**src/design/framed_packet_receiver_macros.svh**
```systemverilog
// Assertion macros shared by the framed packet receiver.
`ifndef FRAMED_PACKET_RECEIVER_MACROS_SVH
`define FRAMED_PACKET_RECEIVER_MACROS_SVH

// Same-cycle implication, checked outside reset.
`define FPR_ASSERT_SAME(label, clk, rst_n, ante, cons, msg) \
    label: assert property (@(posedge clk) disable iff (!rst_n) (ante) |-> (cons)) \
        else $error(msg);

// Next-cycle implication, checked outside reset.
`define FPR_ASSERT_NEXT(label, clk, rst_n, ante, cons, msg) \
    label: assert property (@(posedge clk) disable iff (!rst_n) (ante) |=> (cons)) \
        else $error(msg);

`endif

```
**src/design/fpr_pkg.sv**
```systemverilog
// Package with the shared types and constants of the framed packet receiver.
`default_nettype none

package fpr_pkg;

    localparam int BYTE_W = 8;
    localparam int LEN_W  = 7;
    localparam int POS_W  = 6;
    localparam int CFG_INDEX_W = 2;

    localparam logic [CFG_INDEX_W-1:0] CFG_FIRST_HEADER  = 2'd0;
    localparam logic [CFG_INDEX_W-1:0] CFG_SECOND_HEADER = 2'd1;
    localparam logic [CFG_INDEX_W-1:0] CFG_LENGTH_LIMIT  = 2'd2;

    localparam logic [BYTE_W-1:0] FIRST_HEADER_RST  = 8'h55;
    localparam logic [BYTE_W-1:0] SECOND_HEADER_RST = 8'hAA;
    localparam logic [LEN_W-1:0]  LENGTH_LIMIT_RST  = 7'd64;

    // Write of one payload byte into the store; the entry index travels alongside.
    typedef struct packed {
        logic              en;
        logic              bank;
        logic [BYTE_W-1:0] data;
    } store_wr_t;

    // One verified packet waiting to be replayed.
    typedef struct packed {
        logic             empty;
        logic             bank;
        logic [LEN_W-1:0] len;
    } pkt_cmd_t;

    // Back end hands a store bank back to the parser.
    typedef struct packed {
        logic en;
        logic bank;
    } bank_release_t;

endpackage

`default_nettype wire

```
**src/design/fpr_parser.sv**
```systemverilog
// Front end: configuration registers, header/length/checksum parser and store writes.
`default_nettype none

module fpr_parser #(
    parameter int MAX_PAYLOAD = 64,
    parameter int IDX_W       = 6
) (
    input  logic                             clk,
    input  logic                             rst_n,
    input  logic                             cfg_we,
    input  logic [fpr_pkg::CFG_INDEX_W-1:0]  cfg_index,
    input  logic [fpr_pkg::BYTE_W-1:0]       cfg_data,
    input  logic                             in_valid,
    output logic                             in_stall,
    input  logic [fpr_pkg::BYTE_W-1:0]       rx_byte,
    output fpr_pkg::store_wr_t               store_wr,
    output logic [IDX_W-1:0]                 store_idx,
    output logic                             push_valid,
    output fpr_pkg::pkt_cmd_t                push_cmd,
    input  logic                             queue_full,
    input  fpr_pkg::bank_release_t           release_bank,
    output logic [1:0]                       bank_busy
);
    import fpr_pkg::*;

    typedef enum logic [2:0] {
        PH_HDR1,
        PH_HDR2,
        PH_LEN,
        PH_DATA,
        PH_CSUM
    } phase_t;

    localparam logic [LEN_W-1:0] MAX_LEN = LEN_W'(MAX_PAYLOAD);

    phase_t            phase_reg, phase_next;
    logic [LEN_W-1:0]  exp_len_reg, exp_len_next;
    logic [LEN_W-1:0]  count_reg, count_next;
    logic [BYTE_W-1:0] sum_reg, sum_next;
    logic              wr_bank_reg, wr_bank_next;
    logic [1:0]        busy_reg, busy_next;
    logic [BYTE_W-1:0] first_header_reg;
    logic [BYTE_W-1:0] second_header_reg;
    logic [LEN_W-1:0]  length_limit_reg;

    logic              accept;
    logic [LEN_W-1:0]  eff_limit;
    logic [LEN_W-1:0]  count_inc;

    assign eff_limit = (length_limit_reg > MAX_LEN) ? MAX_LEN : length_limit_reg;
    assign count_inc = count_reg + LEN_W'(1);

    // Hold a data byte while its bank is busy, a checksum byte while the queue is full.
    assign in_stall = ((phase_reg == PH_DATA) && busy_reg[wr_bank_reg])
                   || ((phase_reg == PH_CSUM) && queue_full);
    assign accept   = in_valid && !in_stall;

    assign store_wr.en   = accept && (phase_reg == PH_DATA);
    assign store_wr.bank = wr_bank_reg;
    assign store_wr.data = rx_byte;
    assign store_idx     = count_reg[IDX_W-1:0];

    assign push_valid     = accept && (phase_reg == PH_CSUM) && (rx_byte == sum_reg);
    assign push_cmd.empty = (exp_len_reg == '0);
    assign push_cmd.bank  = wr_bank_reg;
    assign push_cmd.len   = exp_len_reg;

    assign bank_busy = busy_reg;

    always_comb
    begin
        phase_next   = phase_reg;
        exp_len_next = exp_len_reg;
        count_next   = count_reg;
        sum_next     = sum_reg;
        wr_bank_next = wr_bank_reg;
        busy_next    = busy_reg;

        if (release_bank.en)
        begin
            busy_next[release_bank.bank] = 1'b0;
        end

        if (accept)
        begin
            case (phase_reg)
                PH_HDR2:
                begin
                    if (rx_byte == second_header_reg)
                        phase_next = PH_LEN;
                    else if (rx_byte == first_header_reg)
                        phase_next = PH_HDR2;
                    else
                        phase_next = PH_HDR1;
                end
                PH_LEN:
                begin
                    if (rx_byte > {1'b0, eff_limit})
                    begin
                        phase_next = PH_HDR1;
                    end
                    else
                    begin
                        exp_len_next = rx_byte[LEN_W-1:0];
                        count_next   = '0;
                        sum_next     = '0;
                        phase_next   = (rx_byte == '0) ? PH_CSUM : PH_DATA;
                    end
                end
                PH_DATA:
                begin
                    sum_next   = sum_reg + rx_byte;
                    count_next = count_inc;
                    if (count_inc >= exp_len_reg)
                        phase_next = PH_CSUM;
                end
                PH_CSUM:
                begin
                    // A verified packet with payload locks its bank until replay ends.
                    if (push_valid && !push_cmd.empty)
                    begin
                        busy_next[wr_bank_reg] = 1'b1;
                        wr_bank_next           = !wr_bank_reg;
                    end
                    phase_next = PH_HDR1;
                end
                default:
                begin
                    phase_next = (rx_byte == first_header_reg) ? PH_HDR2 : PH_HDR1;
                end
            endcase
        end
    end

    always_ff @(posedge clk or negedge rst_n)
    begin
        if (!rst_n)
        begin
            phase_reg         <= PH_HDR1;
            exp_len_reg       <= '0;
            count_reg         <= '0;
            sum_reg           <= '0;
            wr_bank_reg       <= 1'b0;
            busy_reg          <= '0;
            first_header_reg  <= FIRST_HEADER_RST;
            second_header_reg <= SECOND_HEADER_RST;
            length_limit_reg  <= LENGTH_LIMIT_RST;
        end
        else
        begin
            phase_reg   <= phase_next;
            exp_len_reg <= exp_len_next;
            count_reg   <= count_next;
            sum_reg     <= sum_next;
            wr_bank_reg <= wr_bank_next;
            busy_reg    <= busy_next;
            if (cfg_we)
            begin
                case (cfg_index)
                    CFG_FIRST_HEADER:  first_header_reg  <= cfg_data;
                    CFG_SECOND_HEADER: second_header_reg <= cfg_data;
                    CFG_LENGTH_LIMIT:  length_limit_reg  <= cfg_data[LEN_W-1:0];
                    default:           ;
                endcase
            end
        end
    end

endmodule

`default_nettype wire

```
**src/design/fpr_cmd_fifo.sv**
```systemverilog
// Two-entry queue of verified packets between the parser and the replay engine.
`default_nettype none

module fpr_cmd_fifo (
    input  logic               clk,
    input  logic               rst_n,
    input  logic               push,
    input  fpr_pkg::pkt_cmd_t  push_cmd,
    input  logic               pop,
    output fpr_pkg::pkt_cmd_t  head,
    output logic               not_empty,
    output logic               full
);
    import fpr_pkg::*;

    localparam int DEPTH = 2;

    pkt_cmd_t   entry_reg [DEPTH];
    logic       wptr_reg, wptr_next;
    logic       rptr_reg, rptr_next;
    logic [1:0] count_reg, count_next;

    assign head      = entry_reg[rptr_reg];
    assign not_empty = (count_reg != 2'd0);
    assign full      = (count_reg == 2'(DEPTH));

    always_comb
    begin
        wptr_next  = wptr_reg;
        rptr_next  = rptr_reg;
        count_next = count_reg;
        if (push)
            wptr_next = !wptr_reg;
        if (pop)
            rptr_next = !rptr_reg;
        if (push && !pop)
            count_next = count_reg + 2'd1;
        else if (pop && !push)
            count_next = count_reg - 2'd1;
    end

    always_ff @(posedge clk or negedge rst_n)
    begin
        if (!rst_n)
        begin
            wptr_reg  <= 1'b0;
            rptr_reg  <= 1'b0;
            count_reg <= '0;
        end
        else
        begin
            wptr_reg  <= wptr_next;
            rptr_reg  <= rptr_next;
            count_reg <= count_next;
        end
    end

    always_ff @(posedge clk)
    begin
        if (push)
            entry_reg[wptr_reg] <= push_cmd;
    end

endmodule

`default_nettype wire

```
**src/design/fpr_replay.sv**
```systemverilog
// Back end: two-bank payload store and the engine that replays verified packets.
`default_nettype none

module fpr_replay #(
    parameter int IDX_W       = 6
) (
    input  logic                         clk,
    input  logic                         rst_n,
    input  fpr_pkg::store_wr_t           store_wr,
    input  logic [IDX_W-1:0]             store_idx,
    input  logic                         cmd_valid,
    input  fpr_pkg::pkt_cmd_t            cmd,
    output logic                         cmd_pop,
    output fpr_pkg::bank_release_t       release_bank,
    output logic                         out_valid,
    input  logic                         out_stall,
    output logic [fpr_pkg::BYTE_W-1:0]   payload_byte,
    output logic [fpr_pkg::POS_W-1:0]    byte_position,
    output logic [fpr_pkg::LEN_W-1:0]    packet_length,
    output logic                         last_of_packet
);
    import fpr_pkg::*;

    typedef enum logic [1:0] {
        ST_IDLE,
        ST_READ,
        ST_SHOW
    } state_t;

    localparam int MEM_DEPTH = 1 << (IDX_W + 1);

    logic [BYTE_W-1:0] store_mem [MEM_DEPTH];
    logic [BYTE_W-1:0] rd_data_reg;

    state_t           state_reg;
    logic             bank_reg;
    logic             empty_reg;
    logic [LEN_W-1:0] len_reg;
    logic [IDX_W-1:0] k_reg;
    logic             is_last;
    logic             out_take;

    // Store entry MAX_PAYLOAD and above of each bank stays unused.
    always_ff @(posedge clk)
    begin
        if (store_wr.en)
            store_mem[{store_wr.bank, store_idx}] <= store_wr.data;
        if (state_reg == ST_READ)
            rd_data_reg <= store_mem[{bank_reg, k_reg}];
    end

    assign is_last  = empty_reg || ((LEN_W'(k_reg) + LEN_W'(1)) == len_reg);
    assign out_take = (state_reg == ST_SHOW) && !out_stall;

    assign cmd_pop           = (state_reg == ST_IDLE) && cmd_valid;
    assign release_bank.en   = out_take && is_last && !empty_reg;
    assign release_bank.bank = bank_reg;

    assign out_valid      = (state_reg == ST_SHOW);
    assign payload_byte   = empty_reg ? '0 : rd_data_reg;
    assign byte_position  = POS_W'(k_reg);
    assign packet_length  = len_reg;
    assign last_of_packet = is_last;

    always_ff @(posedge clk or negedge rst_n)
    begin
        if (!rst_n)
        begin
            state_reg <= ST_IDLE;
            bank_reg  <= 1'b0;
            empty_reg <= 1'b0;
            len_reg   <= '0;
            k_reg     <= '0;
        end
        else
        begin
            case (state_reg)
                ST_IDLE:
                begin
                    if (cmd_valid)
                    begin
                        bank_reg  <= cmd.bank;
                        empty_reg <= cmd.empty;
                        len_reg   <= cmd.len;
                        k_reg     <= '0;
                        state_reg <= cmd.empty ? ST_SHOW : ST_READ;
                    end
                end
                ST_READ:
                begin
                    state_reg <= ST_SHOW;
                end
                ST_SHOW:
                begin
                    if (!out_stall)
                    begin
                        if (is_last)
                        begin
                            state_reg <= ST_IDLE;
                        end
                        else
                        begin
                            k_reg     <= k_reg + IDX_W'(1);
                            state_reg <= ST_READ;
                        end
                    end
                end
                default:
                begin
                    state_reg <= ST_IDLE;
                end
            endcase
        end
    end

endmodule

`default_nettype wire

```
**src/design/framed_packet_receiver.sv**
```systemverilog
// Top level of the framed packet receiver: parser, packet queue and replay engine.
//
//   channel  | direction | handshake           | payload
//   ---------+-----------+---------------------+---------------------------------------
//   input    | in        | in_valid / in_stall | rx_byte
//   output   | out       | out_valid/out_stall | payload_byte, byte_position,
//            |           |                     | packet_length, last_of_packet
//   config   | in        | cfg_we              | cfg_index, cfg_data
//
// Received bytes are taken one per cycle. The parser stalls a payload byte while both
// store banks hold packets not yet replayed, and a checksum byte while the queue is full.
// Replay takes each packet off the queue, then reads each payload byte from the store
// and presents it, with the store read always before the presentation.
// Reset needs no clearing pass; the store is always written before it is read.
`default_nettype none

`include "framed_packet_receiver_macros.svh"

module framed_packet_receiver #(
    parameter int MAX_PAYLOAD = 64
) (
    input  logic                             clk,
    input  logic                             rst_n,
    input  logic                             cfg_we,
    input  logic [fpr_pkg::CFG_INDEX_W-1:0]  cfg_index,
    input  logic [fpr_pkg::BYTE_W-1:0]       cfg_data,
    input  logic                             in_valid,
    output logic                             in_stall,
    input  logic [fpr_pkg::BYTE_W-1:0]       rx_byte,
    output logic                             out_valid,
    input  logic                             out_stall,
    output logic [fpr_pkg::BYTE_W-1:0]       payload_byte,
    output logic [fpr_pkg::POS_W-1:0]        byte_position,
    output logic [fpr_pkg::LEN_W-1:0]        packet_length,
    output logic                             last_of_packet
);
    import fpr_pkg::*;

    localparam int IDX_W = (MAX_PAYLOAD > 1) ? $clog2(MAX_PAYLOAD) : 1;

    store_wr_t        store_wr;
    logic [IDX_W-1:0] store_idx;
    logic             push_valid;
    pkt_cmd_t         push_cmd;
    logic             queue_full;
    logic             queue_not_empty;
    pkt_cmd_t         queue_head;
    logic             cmd_pop;
    bank_release_t    release_bank;
    logic [1:0]       bank_busy;

    fpr_parser #(
        .MAX_PAYLOAD (MAX_PAYLOAD),
        .IDX_W       (IDX_W)
    ) u_parser (
        .clk          (clk),
        .rst_n        (rst_n),
        .cfg_we       (cfg_we),
        .cfg_index    (cfg_index),
        .cfg_data     (cfg_data),
        .in_valid     (in_valid),
        .in_stall     (in_stall),
        .rx_byte      (rx_byte),
        .store_wr     (store_wr),
        .store_idx    (store_idx),
        .push_valid   (push_valid),
        .push_cmd     (push_cmd),
        .queue_full   (queue_full),
        .release_bank (release_bank),
        .bank_busy    (bank_busy)
    );

    fpr_cmd_fifo u_queue (
        .clk       (clk),
        .rst_n     (rst_n),
        .push      (push_valid),
        .push_cmd  (push_cmd),
        .pop       (cmd_pop),
        .head      (queue_head),
        .not_empty (queue_not_empty),
        .full      (queue_full)
    );

    fpr_replay #(
        .IDX_W       (IDX_W)
    ) u_replay (
        .clk            (clk),
        .rst_n          (rst_n),
        .store_wr       (store_wr),
        .store_idx      (store_idx),
        .cmd_valid      (queue_not_empty),
        .cmd            (queue_head),
        .cmd_pop        (cmd_pop),
        .release_bank   (release_bank),
        .out_valid      (out_valid),
        .out_stall      (out_stall),
        .payload_byte   (payload_byte),
        .byte_position  (byte_position),
        .packet_length  (packet_length),
        .last_of_packet (last_of_packet)
    );

    // The parser must never overwrite a bank that is still waiting for replay.
    `FPR_ASSERT_SAME(a_store_write_free_bank, clk, rst_n, store_wr.en,
        !bank_busy[store_wr.bank], "payload write into a bank pending replay")

    // A packet is only queued when the queue has room.
    `FPR_ASSERT_SAME(a_queue_no_overflow, clk, rst_n, push_valid, !queue_full,
        "packet queue overflow")

    // The last result of a packet sits at the final position of its payload.
    `FPR_ASSERT_SAME(a_last_position, clk, rst_n, out_valid && last_of_packet,
        (packet_length == '0) || (packet_length == (LEN_W'(byte_position) + LEN_W'(1))),
        "last mark at wrong payload position")

    // After a byte other than the last is taken, the next one needs a store read first.
    `FPR_ASSERT_NEXT(a_read_between_bytes, clk, rst_n,
        out_valid && !out_stall && !last_of_packet, !out_valid,
        "replay presented a byte without a store read")

endmodule

`default_nettype wire
```
**config.mk**
```make
export PLATFORM = sky130hd
export DESIGN_NAME = framed_packet_receiver
export DESIGN_NICKNAME = d
export VERILOG_FILES = /design/src/design/fpr_pkg.sv /design/src/design/fpr_parser.sv /design/src/design/fpr_cmd_fifo.sv /design/src/design/fpr_replay.sv /design/src/design/framed_packet_receiver.sv
export VERILOG_INCLUDE_DIRS = /design/src /design/src/design
export SDC_FILE = /design/constraint.sdc
export NUM_CORES = 1
export LEC_CHECK = 0
export BUFFER_PORTS_ARGS = -buffer_cell sky130_fd_sc_hd__buf_2
export CAP_MARGIN = 20
export CELL_PAD_IN_SITES_DETAIL_PLACEMENT = 1
export CELL_PAD_IN_SITES_GLOBAL_PLACEMENT = 2
export CORE_ASPECT_RATIO = 1.1
export CORE_MARGIN = 2
export CORE_UTILIZATION = 36
export CTS_CLUSTER_SIZE = 25
export DETAILED_ROUTE_END_ITERATION = 10
export HOLD_SLACK_MARGIN = 0.12
export MAX_ROUTING_LAYER = met4
export PLACE_DENSITY_LB_ADDON = 0.2
export SYNTH_ARGS = -nofsm -noshare
export SYNTH_HDL_FRONTEND = slang
export SYNTH_SLANG_ARGS = --single-unit
```
**constraint.sdc**
```tcl
create_clock -name clk -period 3.65 [get_ports clk]
set_input_delay 0.1825 -clock clk [delete_from_list [all_inputs] [get_ports clk]]
set_output_delay 0.1825 -clock clk [all_outputs]
set_load 0.01 [all_outputs]
```
* Word-level counts from Yosys, hierarchy flattened *
Memories as Yosys holds them, arrays and structs flattened. A register that Yosys moved wholly into a read port is not among the register bits.
Cells that the tools add are included.

operators by class
  add/subtract/negate cells = 6
  $lt $le $gt $ge = 7
  equal/unequal tests = 18
  multiplexer cells = 37
  bitwise gates (word level) = 4
  reductions and logical operators = 44

operator list
  cell                                                           count
  8-bit equality test                                            3
  2-bit two-way mux                                              9
  6-bit two-way mux                                              3
  8-bit two-way mux                                              2
  8-bit one-hot mux with 2 select lines                          1
  1-bit logical AND                                              15
  7-bit two-way mux                                              2
  7-bit one-hot mux with 2 select lines                          1
  3-bit two-way mux                                              4
  3-bit one-hot mux with 4 select lines                          1
  6-bit one-hot mux with 2 select lines                          1
  2-bit AND reduction                                            6
  1-bit two-way mux                                              10
  1-bit logical NOT                                              9
  3-bit AND reduction                                            3
  8-bit adder                                                    1
  8-bit by 7-bit greater-than comparator with 1-bit output       1
  8-bit logical NOT                                              1
  2-bit inequality test, second input constant                   4
  2-bit nonzero test                                             4
  6-bit by 1-bit adder with 7-bit output, second input constant  1
  7-bit by 1-bit adder with 7-bit output, second input constant  1
  7-bit equality test                                            1
  7-bit >= comparator                                            1
  other kinds (22)                                               31

word-level totals
  register bits after elaboration = 72
  memory bits (writable) = 1042
  bits of input ports = 23
  output and inout port bits = 24
  memories kept = 2

memory list
  memory              depth  width  rd ports  clocked after Yosys merged registers in  wr ports  RTL line            text
  u_replay.store_mem  128    8      1         1                                        1         fpr_replay.sv:32    logic [BYTE_W-1:0] store_mem [MEM_DEPTH];
  u_queue.entry_reg   2      9      1         0                                        1         fpr_cmd_fifo.sv:18  pkt_cmd_t entry_reg [DEPTH];

* Depth between registers and ports, before layout *
Gate-level depths: netlist (run 1).

  word-level depth = 12
  gate-level depth with buffers = 11
  mapped depth without buffers = 10

* Cells and area by module *
From an unflattened synthesis (run 1), not the netlist that was laid out.

second synthesis, totals
  cell total of the unflattened synthesis = 2396
  area total of the unflattened synthesis = 45090.7 µm²

modules (own cells, without submodules)
  module        times used  cells an instance  area each (µm²)  sequential area each (µm²)
  fpr_replay    1           2066               41073.1          31415.1
  fpr_parser    1           286                3139.3           1287.5
  fpr_cmd_fifo  1           44                 878.3            640.6

* Worst setup path before layout (run 1) *
Ideal clock, no wire load.

  kind = register to register
  from = reg u_parser.length_limit_reg[6]
  to = reg u_parser.exp_len_reg[0]
  data arrival time = 2371 ps
  data required time = 3525 ps
  setup slack = 1155 ps
  stages on the path, launching flop included = 11
  path buffers = 0
  clock period less this slack = 2495 ps
  cell sequence = dfstp_2 inv_1 nand2_1 ha_1 a21o_1 a211oi_1 nor2_1 nor4b_1 o31ai_1 nor2_2 mux2_2

between the ends
  word-level cells in the longest chain between the ends = 5

RTL lines
  element                                                       RTL line           text
  from (decl)                                                   fpr_parser.sv:44   logic [LEN_W-1:0] length_limit_reg;
  from (signal assigned)                                        fpr_parser.sv:162  CFG_LENGTH_LIMIT: length_limit_reg <= cfg_data[LEN_W-1:0];
  7-bit greater-than comparator                                 fpr_parser.sv:50   assign eff_limit = (length_limit_reg > MAX_LEN) ? MAX_LEN : length_limit_reg;
  7-bit two-way mux (*)                                         fpr_parser.sv:50
  8-bit by 7-bit greater-than comparator with 1-bit output (*)  fpr_parser.sv:98   if (rx_byte > {1'b0, eff_limit})
  1-bit NOT (no source line) (*)                                --
  3-bit AND reduction (no source line) (*)                      --
  to (signal assigned)                                          fpr_parser.sv:152  exp_len_reg <= exp_len_next;
  to (decl)                                                     fpr_parser.sv:37   logic [LEN_W-1:0] exp_len_reg, exp_len_next;

Mark *: on every way between the ends. The rest lies on a longest branch, timed or not.
A chain may end at the register's enable or synchronous reset.

* Worst setup path in the final report (run 1) *
  from = reg u_replay.k_reg[1] (netlist: u_replay.byte_position[1])
  to = out last_of_packet

between the ends
  word-level cells in the longest chain between the ends = 3

RTL lines
  element                                 RTL line                      text
  from (decl)                             fpr_replay.sv:39              logic [IDX_W-1:0] k_reg;
  from (signal assigned)                  fpr_replay.sv:103             k_reg <= k_reg + IDX_W'(1);
  6-bit by 1-bit adder with 7-bit output  fpr_replay.sv:52              assign is_last = empty_reg || ((LEN_W'(k_reg) + LEN_W'(1)) == len_reg);
  7-bit equality test                     fpr_replay.sv:52
  1-bit logical OR                        fpr_replay.sv:52
  to (decl)                               framed_packet_receiver.sv:35  output logic last_of_packet

No other way between the ends.

==> results of run 1 <==
metrics by stage:
| step | util | instance area, um^2 | cells |
|---|---|---|---|
| final | 0.419 | 52200 | 4332 |
| after global routing | 0.419 | 52200 | 4332 |
| after CTS | 0.418 | 52100 | 4327 |
| after detailed placement | 0.384 | 47900 | 4079 |
| after global placement | 0.384 | 47900 | 4079 |
| after floorplan | - | 45000 | 2362 |
routing by layer:
layer / up-vias / global-route usage
li1: 9963 / -
met2: 491 / 0.332
met4: 0 / 0.0512
met1: 12207 / 0.250
met5: - / -
met3: 152 / 0.0303
synthesized netlist by cell type (3+ instances only):
cell	n	area, um^2
buf_6	14	158
o31ai_1	8	60.1
or3_1	7	43.8
inv_1	18	67.6
dfrtp_1	63	1580
o21ai_0	27	135
mux2_2	35	394
nor4_1	11	68.8
nand3_1	15	75.1
buf_4	29	218
xnor2_1	20	175
o21a_1	3	22.5
clkbuf_1	46	173
and2_1	3	18.8
a211oi_1	58	435
mux2i_1	186	1860
or4_1	3	22.5
dfstp_2	9	236
nand3b_1	3	22.5
buf_2	31	155
o22ai_1	61	382
nor2_1	187	702
edfxtp_1	1050	31500
nor2b_1	39	244
nand4_1	7	43.8
nor3_1	31	155
o41ai_1	9	78.8
xor2_1	20	175
mux4_2	208	4680
ha_1	24	300
buf_8	4	60.1
nand2_1	55	206
a21oi_1	34	170
nand2b_1	6	37.5
a21o_1	3	22.5
o21bai_1	9	67.6
worst min-delay path by stage:
stage	startpoint	end	cells past startpoint
6_report	cfg_data[7]	u_parser.second_header_reg[7]$_DFFE_PN1P_	3
5_1_grt	cfg_data[7]	u_parser.second_header_reg[7]$_DFFE_PN1P_	3
4_1_cts	rst_n	u_parser.length_limit_reg[0]$_DFFE_PN0P_	2
3_5_place_dp	rst_n	u_parser.second_header_reg[4]$_DFFE_PN0P_	1
3_3_place_gp	rst_n	u_parser.second_header_reg[6]$_DFFE_PN0P_	1
2_1_floorplan	rst_n	u_parser.bank_busy[0]$_DFF_PN0_	0
layout by cell type, fill, tap and decap left out, types with 4 or more instances in the layout:
master / count
clkinv_2: 30
dfstp_2: 9
ha_1: 23
o21bai_1: 9
dlygate4sd3_1: 30
nand4_1: 7
mux4_2: 208
buf_2: 37
buf_4: 130
a21oi_1: 34
o22ai_1: 61
buf_12: 19
mux2_2: 35
bufinv_16: 15
nand2_1: 55
nor4_1: 11
nand3_1: 15
nand2b_1: 5
nor3_1: 31
nor2_1: 187
clkbuf_1: 16
xnor2_1: 20
a211oi_1: 58
o31ai_1: 8
o21ai_0: 27
dfrtp_1: 59
edfxtp_1: 1050
nor2b_1: 39
mux2i_1: 186
inv_1: 18
dfrtp_4: 4
or3_1: 7
o41ai_1: 9
clkinv_1: 30
clkbuf_16: 119
xor2_1: 20
cell type report:
| class | instances | area, um^2 | area share |
|---|---|---|---|
| Timing Repair Buffer | 220 | 1940 | 0.0371 |
| Multi-Input combinational cell | 1095 | 10800 | 0.208 |
| Clock buffer | 135 | 3040 | 0.0582 |
| Clock inverter | 84 | 853 | 0.0164 |
| Inverter | 20 | 75.1 | 0.00144 |
| Sequential cell | 1122 | 33400 | 0.640 |
| Tap cell | 1656 | 2070 | 0.0397 |
cell families (layout without fill, tap and decap cells):
| group | count (synthesis) | in the layout | share of synthesized area |
|---|---|---|---|
| fa+ha+maj | 25 | 25 | 0.00712 |
| compound gates | 221 | 221 | 0.0321 |
| buf+inv | 145 | 459 | 0.0187 |
| simple gates | 379 | 379 | 0.0386 |
| flops | 1122 | 1122 | 0.741 |
| xor+xnor | 41 | 41 | 0.00828 |
| mux | 429 | 429 | 0.154 |
power groups by stage:
stage	Sequential [uW]	Combinational (uW)	Clock, uW
detailed placement	14500	503	0
global placement	14400	482	0
floorplan	14400	168	0
CTS	14200	537	12400
finish	14200	526	12100
global route	14200	580	12900
timing repair:
item	in CTS	in global routing
hold endpoints to repair	261	10
resized for setup	1	3
cloned	0	0
endpoints found under the setup margin	1	1
setup buffers	0	2
hold buffers	29	1
critical path, cell delays in order (launching register included):
cell      delay [ns]
dfrtp_4         0.44
buf_12          0.32
ha_2            0.33
nand3_1         0.17
o21ai_0         0.21
nand4_1         0.16
or3_1           0.45
nand2b_2        0.23
buf_2           0.18
==> reports/metrics.cfg, run 1 <==
[outcome]
outcome = complete, no violations

[sta]
finalWorstSetupSlack_ns = 0.214
setup_viol = 0
fmax_ghz = 0.291
slew_headroom = 0.305
rsz0062_at_grt = false
hold_viol = 0
final.setup.tns_ns = 0
fin_crit_sh = 0.941
skew_ns = 0.0309
fin_crit_ns = 3.44
holdWs_ns = 0.280
max_slew.worst_pin.slew_ns = 1.04
slew_violations = 0

[critical_path]
worstSetupEndpointType = output pin
reg2reg_from = u_replay.byte_position[2]$_DFFE_PN0P_
cp-startpoint = u_replay.byte_position[1]$_DFFE_PN0P_
r2r_end = u_replay.rd_data_reg[2]$_DFFE_PN_
cp.required_ns = 3.47
start_kind = flip-flop
r2r_slack_ns = 0.38
worstPathMaxFanout = 55
crit_arrival_ns = 3.25
reg2reg_depth = 6
worstSetupEndpoint = last_of_packet
path_class = flip-flop to output pin

[pwr]
clkPwrFrac = 0.451
p_leak_uw = 0.0162
power_switching_uw = 5500
swShare = 0.205
max-vdd-ir-drop_mv = 0.389
combPwrFrac = 0.020
p_int_uw = 21300
total_power_uw = 26800
seq_power_share = 0.529
p_per_area_nw_per_um2 = 514

[floorplanning]
rows = 136
coreArea_um2 = 125000
dieArea_um2 = 128000
pin_count = 47
fp.dieW_um = 341
die_h_um = 375
start_util = 0.361

[route]
drtPass1Iterations = 5
drtIter0Drc = 1596
totalWireLength_um = 121000
wire_per_inst_um = 28.0
wl_met1_um = 51300
dr_wl_met3_um = 5270
ant_nets = 0
dr.max_layer_used = met4
wl_met2_um = 62200
drc = 0
vias_per_cell = 5.27
vias = 22813

[place]
gp_congestion = 0.807
portBuffers = 46
place_ws_ns = 0.370
dp.final_hpwl_um = 76100

[synth]
syn_nets = 2410
synth_area_um2 = 45000
async_flop_share = 0.0642
yosys.cell_types.count = 57
synth_area_per_cell_um2 = 19.1
yosys_most_used_dff = edfxtp_1
syn_inst = 2362
yosysSeqAreaShare = 0.741
synth-edff-count = 1050
yosysWarnings = 0
synth_seq_cells = 1122

[clock_network]
cts_tree = done
cts.htree.levels = 3
clk_latency_ns = 0.75
cts_buffers = 118
cts.path.max_buffers = 3
clk_pin_slew_ns = 0.06
clkSinkCount = 1122
root_buffer = clkbuf_16

[cells_and_area]
syn_to_final_growth_pct = 15.9
diodes = 0
largest_reg_flops = 1024
fillers = 11884
nets = 2625
drive_gt1_frac = 0.235

[min_path]
hp-class = input port to flip-flop

[global_routing]
antenna_found_initial = 8
grt_pass1_wl_um = 177000
grt_max_degree = 110
grt_overflow = 0
grt_use_total = 0.197
grt_pass1_vias = 24623

[job]
maxCapViolCount = 0

Note: power is estimated with default switching activity, not from simulation.
==> run 2, diff against run 1 <==
--- a/config.mk
+++ b/config.mk
@@ -20,4 +20,5 @@
 export PLACE_DENSITY_LB_ADDON = 0.2
 export SYNTH_ARGS = -nofsm -noshare
 export SYNTH_HDL_FRONTEND = slang
+export SYNTH_HIERARCHICAL = 1
 export SYNTH_SLANG_ARGS = --single-unit
==> run 2 against run 1 <==
Effect of this change: via count grew 2.4%; first-iteration DRC count increased by 1.3%; flip-flop and latch count unchanged; critical path depth shrank 1; area after synthesis grew 0.19%; final cell count up 2.2%; global-route usage decreased by 0.42 points; utilization rose by 0.41 points; critical endpoint unchanged.
==> reports/metrics.cfg, run 2 <==
[critical_path]
cp.required_ns = 3.47
worstPathMaxFanout = 15
crit_arrival_ns = 2.94
worstSetupEndpointType = output pin
reg2reg_from = u_replay/byte_position[0]$_DFFE_PN0P_
cp-startpoint = u_replay/byte_position[1]$_DFFE_PN0P_
start_kind = flip-flop
path_class = flip-flop to output pin

[cells_and_area]
fin_area_um2 = 52700
fillers = 11988
drive_gt1_frac = 0.255
layout_common_cells = 1050 x edfxtp_1, 223 x buf_4, 192 x mux4_2, 175 x nor2_1, 162 x mux2i_1
nets = 2722
layout_commonest_cell = edfxtp_1
seq_area_um2 = 33400
syn_to_final_growth_pct = 16.8
final_cells = 4427
multi_input_area_um2 = 10800
largest_reg_flops = 1024

[global_routing]
grt_use_total = 0.193
grt_pass1_wl_um = 175000
antenna_found_initial = 2
grt_overflow = 0
grt_pass1_vias = 25322
grt_max_degree = 96

[place]
dp.final_hpwl_um = 76800
place_ws_ns = 0.588
place_area_um2 = 48500
gp_congestion = 0.822
portBuffers = 46
placed_cells = 4181

[synth]
netlist.area_leader.share = 0.699
yosysSeqAreaShare = 0.739
yosysWarnings = 6
synth_common_cells = 1050 x edfxtp_1, 192 x mux4_2, 176 x nor2_1, 162 x mux2i_1, 78 x a21oi_1
synth_area_per_cell_um2 = 18.8
synth.area.top_cells = edfxtp_1 70%, mux4_2 9.6%, mux2i_1 3.6%, dfrtp_1 3.5%, nor2_1 1.5%
yosys_most_used_dff = edfxtp_1
synth_area_um2 = 45100
yosys.cell_count.top_type = edfxtp_1
synth_seq_cells = 1122
syn_nets = 2444
syn_inst = 2396
yosys.area.top_type = edfxtp_1
async_flop_share = 0.0642
synth-edff-count = 1050
yosys.cell_types.count = 69

[floorplanning]
pin_count = 47
start_util = 0.362
rows = 136
coreArea_um2 = 125000
fp.dieW_um = 341
die_h_um = 375
dieArea_um2 = 128000

[clock_network]
cts.path.max_buffers = 3
cts_buffers = 117
post_cts_resized = 0
clk_latency_ns = 0.73
clkSinkCount = 1122
clk_pin_slew_ns = 0.06
cts.htree.levels = 3
cts_tree = done
root_buffer = clkbuf_16

[pwr]
max-vdd-ir-drop_mv = 0.376
p_leak_uw = 0.0168
p_per_area_nw_per_um2 = 525

[min_path]
hp-class = input port to asynchronous set/reset pin

[sta]
slew_violations = 0
setup_viol = 0
hold_viol = 0
skew_ns = 0.0306
final.setup.tns_ns = 0
max_slew.worst_pin.slew_ns = 1.14
slew_headroom = 0.241
rsz0062_at_grt = false
fmax_ghz = 0.320
fin_crit_sh = 0.855
fin_crit_ns = 3.12
finalWorstSetupSlack_ns = 0.530

[route]
drc = 0
drtPass1Iterations = 5
vias = 23366
ant_nets = 0
wire_per_inst_um = 26.8
drtIter0Drc = 1616
totalWireLength_um = 119000
vias_per_cell = 5.28

[job]
maxCapViolCount = 0

[outcome]
outcome = complete, no violations

-- run 2: cell count changes in the layout (fill, tap and decap cells not counted), sizes merged, moves of 13 or more --
| cell | before | now |
|---|---|---|
| a211oi | 58 | 8 |
| a21oi | 34 | 79 |
| a22oi | 0 | 72 |
| buf | 190 | 277 |
| clkinv | 67 | 41 |
| mux2 | 35 | 56 |
| mux2i | 186 | 162 |
| mux4 | 208 | 192 |
| nand2 | 56 | 43 |
| nor2b | 39 | 24 |
| o22ai | 61 | 48 |
-- run 2: worst paths after layout --
path                                                                 end  slack, ns  cells after the start
worst max-delay path                                      last_of_packet       0.53                      7
worst min-delay path            u_parser/first_header_reg[7]$_DFFE_PN0P_       0.17                      2
worst max register to register         u_replay/rd_data_reg[7]$_DFFE_PN_       0.64                     10
worst min register to register           u_parser/sum_reg[4]$_DFFE_PN0P_       0.49                      1
max in group asynchronous          u_replay/byte_position[0]$_DFFE_PN0P_       2.76                      2
min in group clk                    u_replay/store_mem[101][4]$_DFFE_PP_       0.19                      2
-- run 2: final cells by class --
cell class / count / share of cell area
Sequential cell: 1122 / 0.633
Multi-Input combinational cell: 1114 / 0.205
Clock buffer: 147 / 0.0595
Timing Repair Buffer: 302 / 0.0463
Tap cell: 1656 / 0.0393
Clock inverter: 68 / 0.0151
Inverter: 17 / 0.00121
Antenna cell: 1 / 0.0000475
-- run 2: kinds of logic after synthesis --
group / Yosys count / synth area share
compound gates: 265 / 0.0388
xor+xnor: 42 / 0.00816
fa+ha+maj: 25 / 0.00710
buf+inv: 160 / 0.0211
flops: 1122 / 0.739
mux: 410 / 0.147
simple gates: 372 / 0.0388
-- run 2: power by group --
group	internal (uW)	switching [uW]	leakage (uW)
logic	456	623	0.00455
clock network	7310	4940	0.00189
registers	14200	132	0.0104
total	22000	5690	0.0168
-- run 2: what timing repair did --
item	CTS	global route
buffers inserted	0	5
hold endpoints to repair	214	0
hold buffers	25	0
endpoints found under the setup margin	0	1
-- run 2: metrics by stage --
step / hold slack, ns / util / power [uW]
6_report: 0.173 / 0.423 / 27600
5_1_grt: 0.211 / 0.423 / 28600
4_1_cts: 0.162 / 0.423 / 28000
3_5_place_dp: 0.409 / 0.389 / 15700
3_3_place_gp: 0.413 / 0.389 / 15600
2_1_floorplan: -0.113 / - / 15200
-- run 2: metal layers --
metal  track usage  vias up  wire length (um)
li1              -    10212                 -
met1         0.245    12509             50700
met2         0.319      486             59700
met3        0.0300      159              5260
met4        0.0614        0              3180
met5             -        -                 0
-- run 2: worst max-delay path, cell delays in order, from the launching register on --
cell and delay [ns]:
dfrtp_4 0.65, buf_4 0.28, nand3_2 0.16, or2_1 0.32, o21ai_0 0.24, o2111ai_1 0.26, nand2b_1 0.15, buf_2 0.14
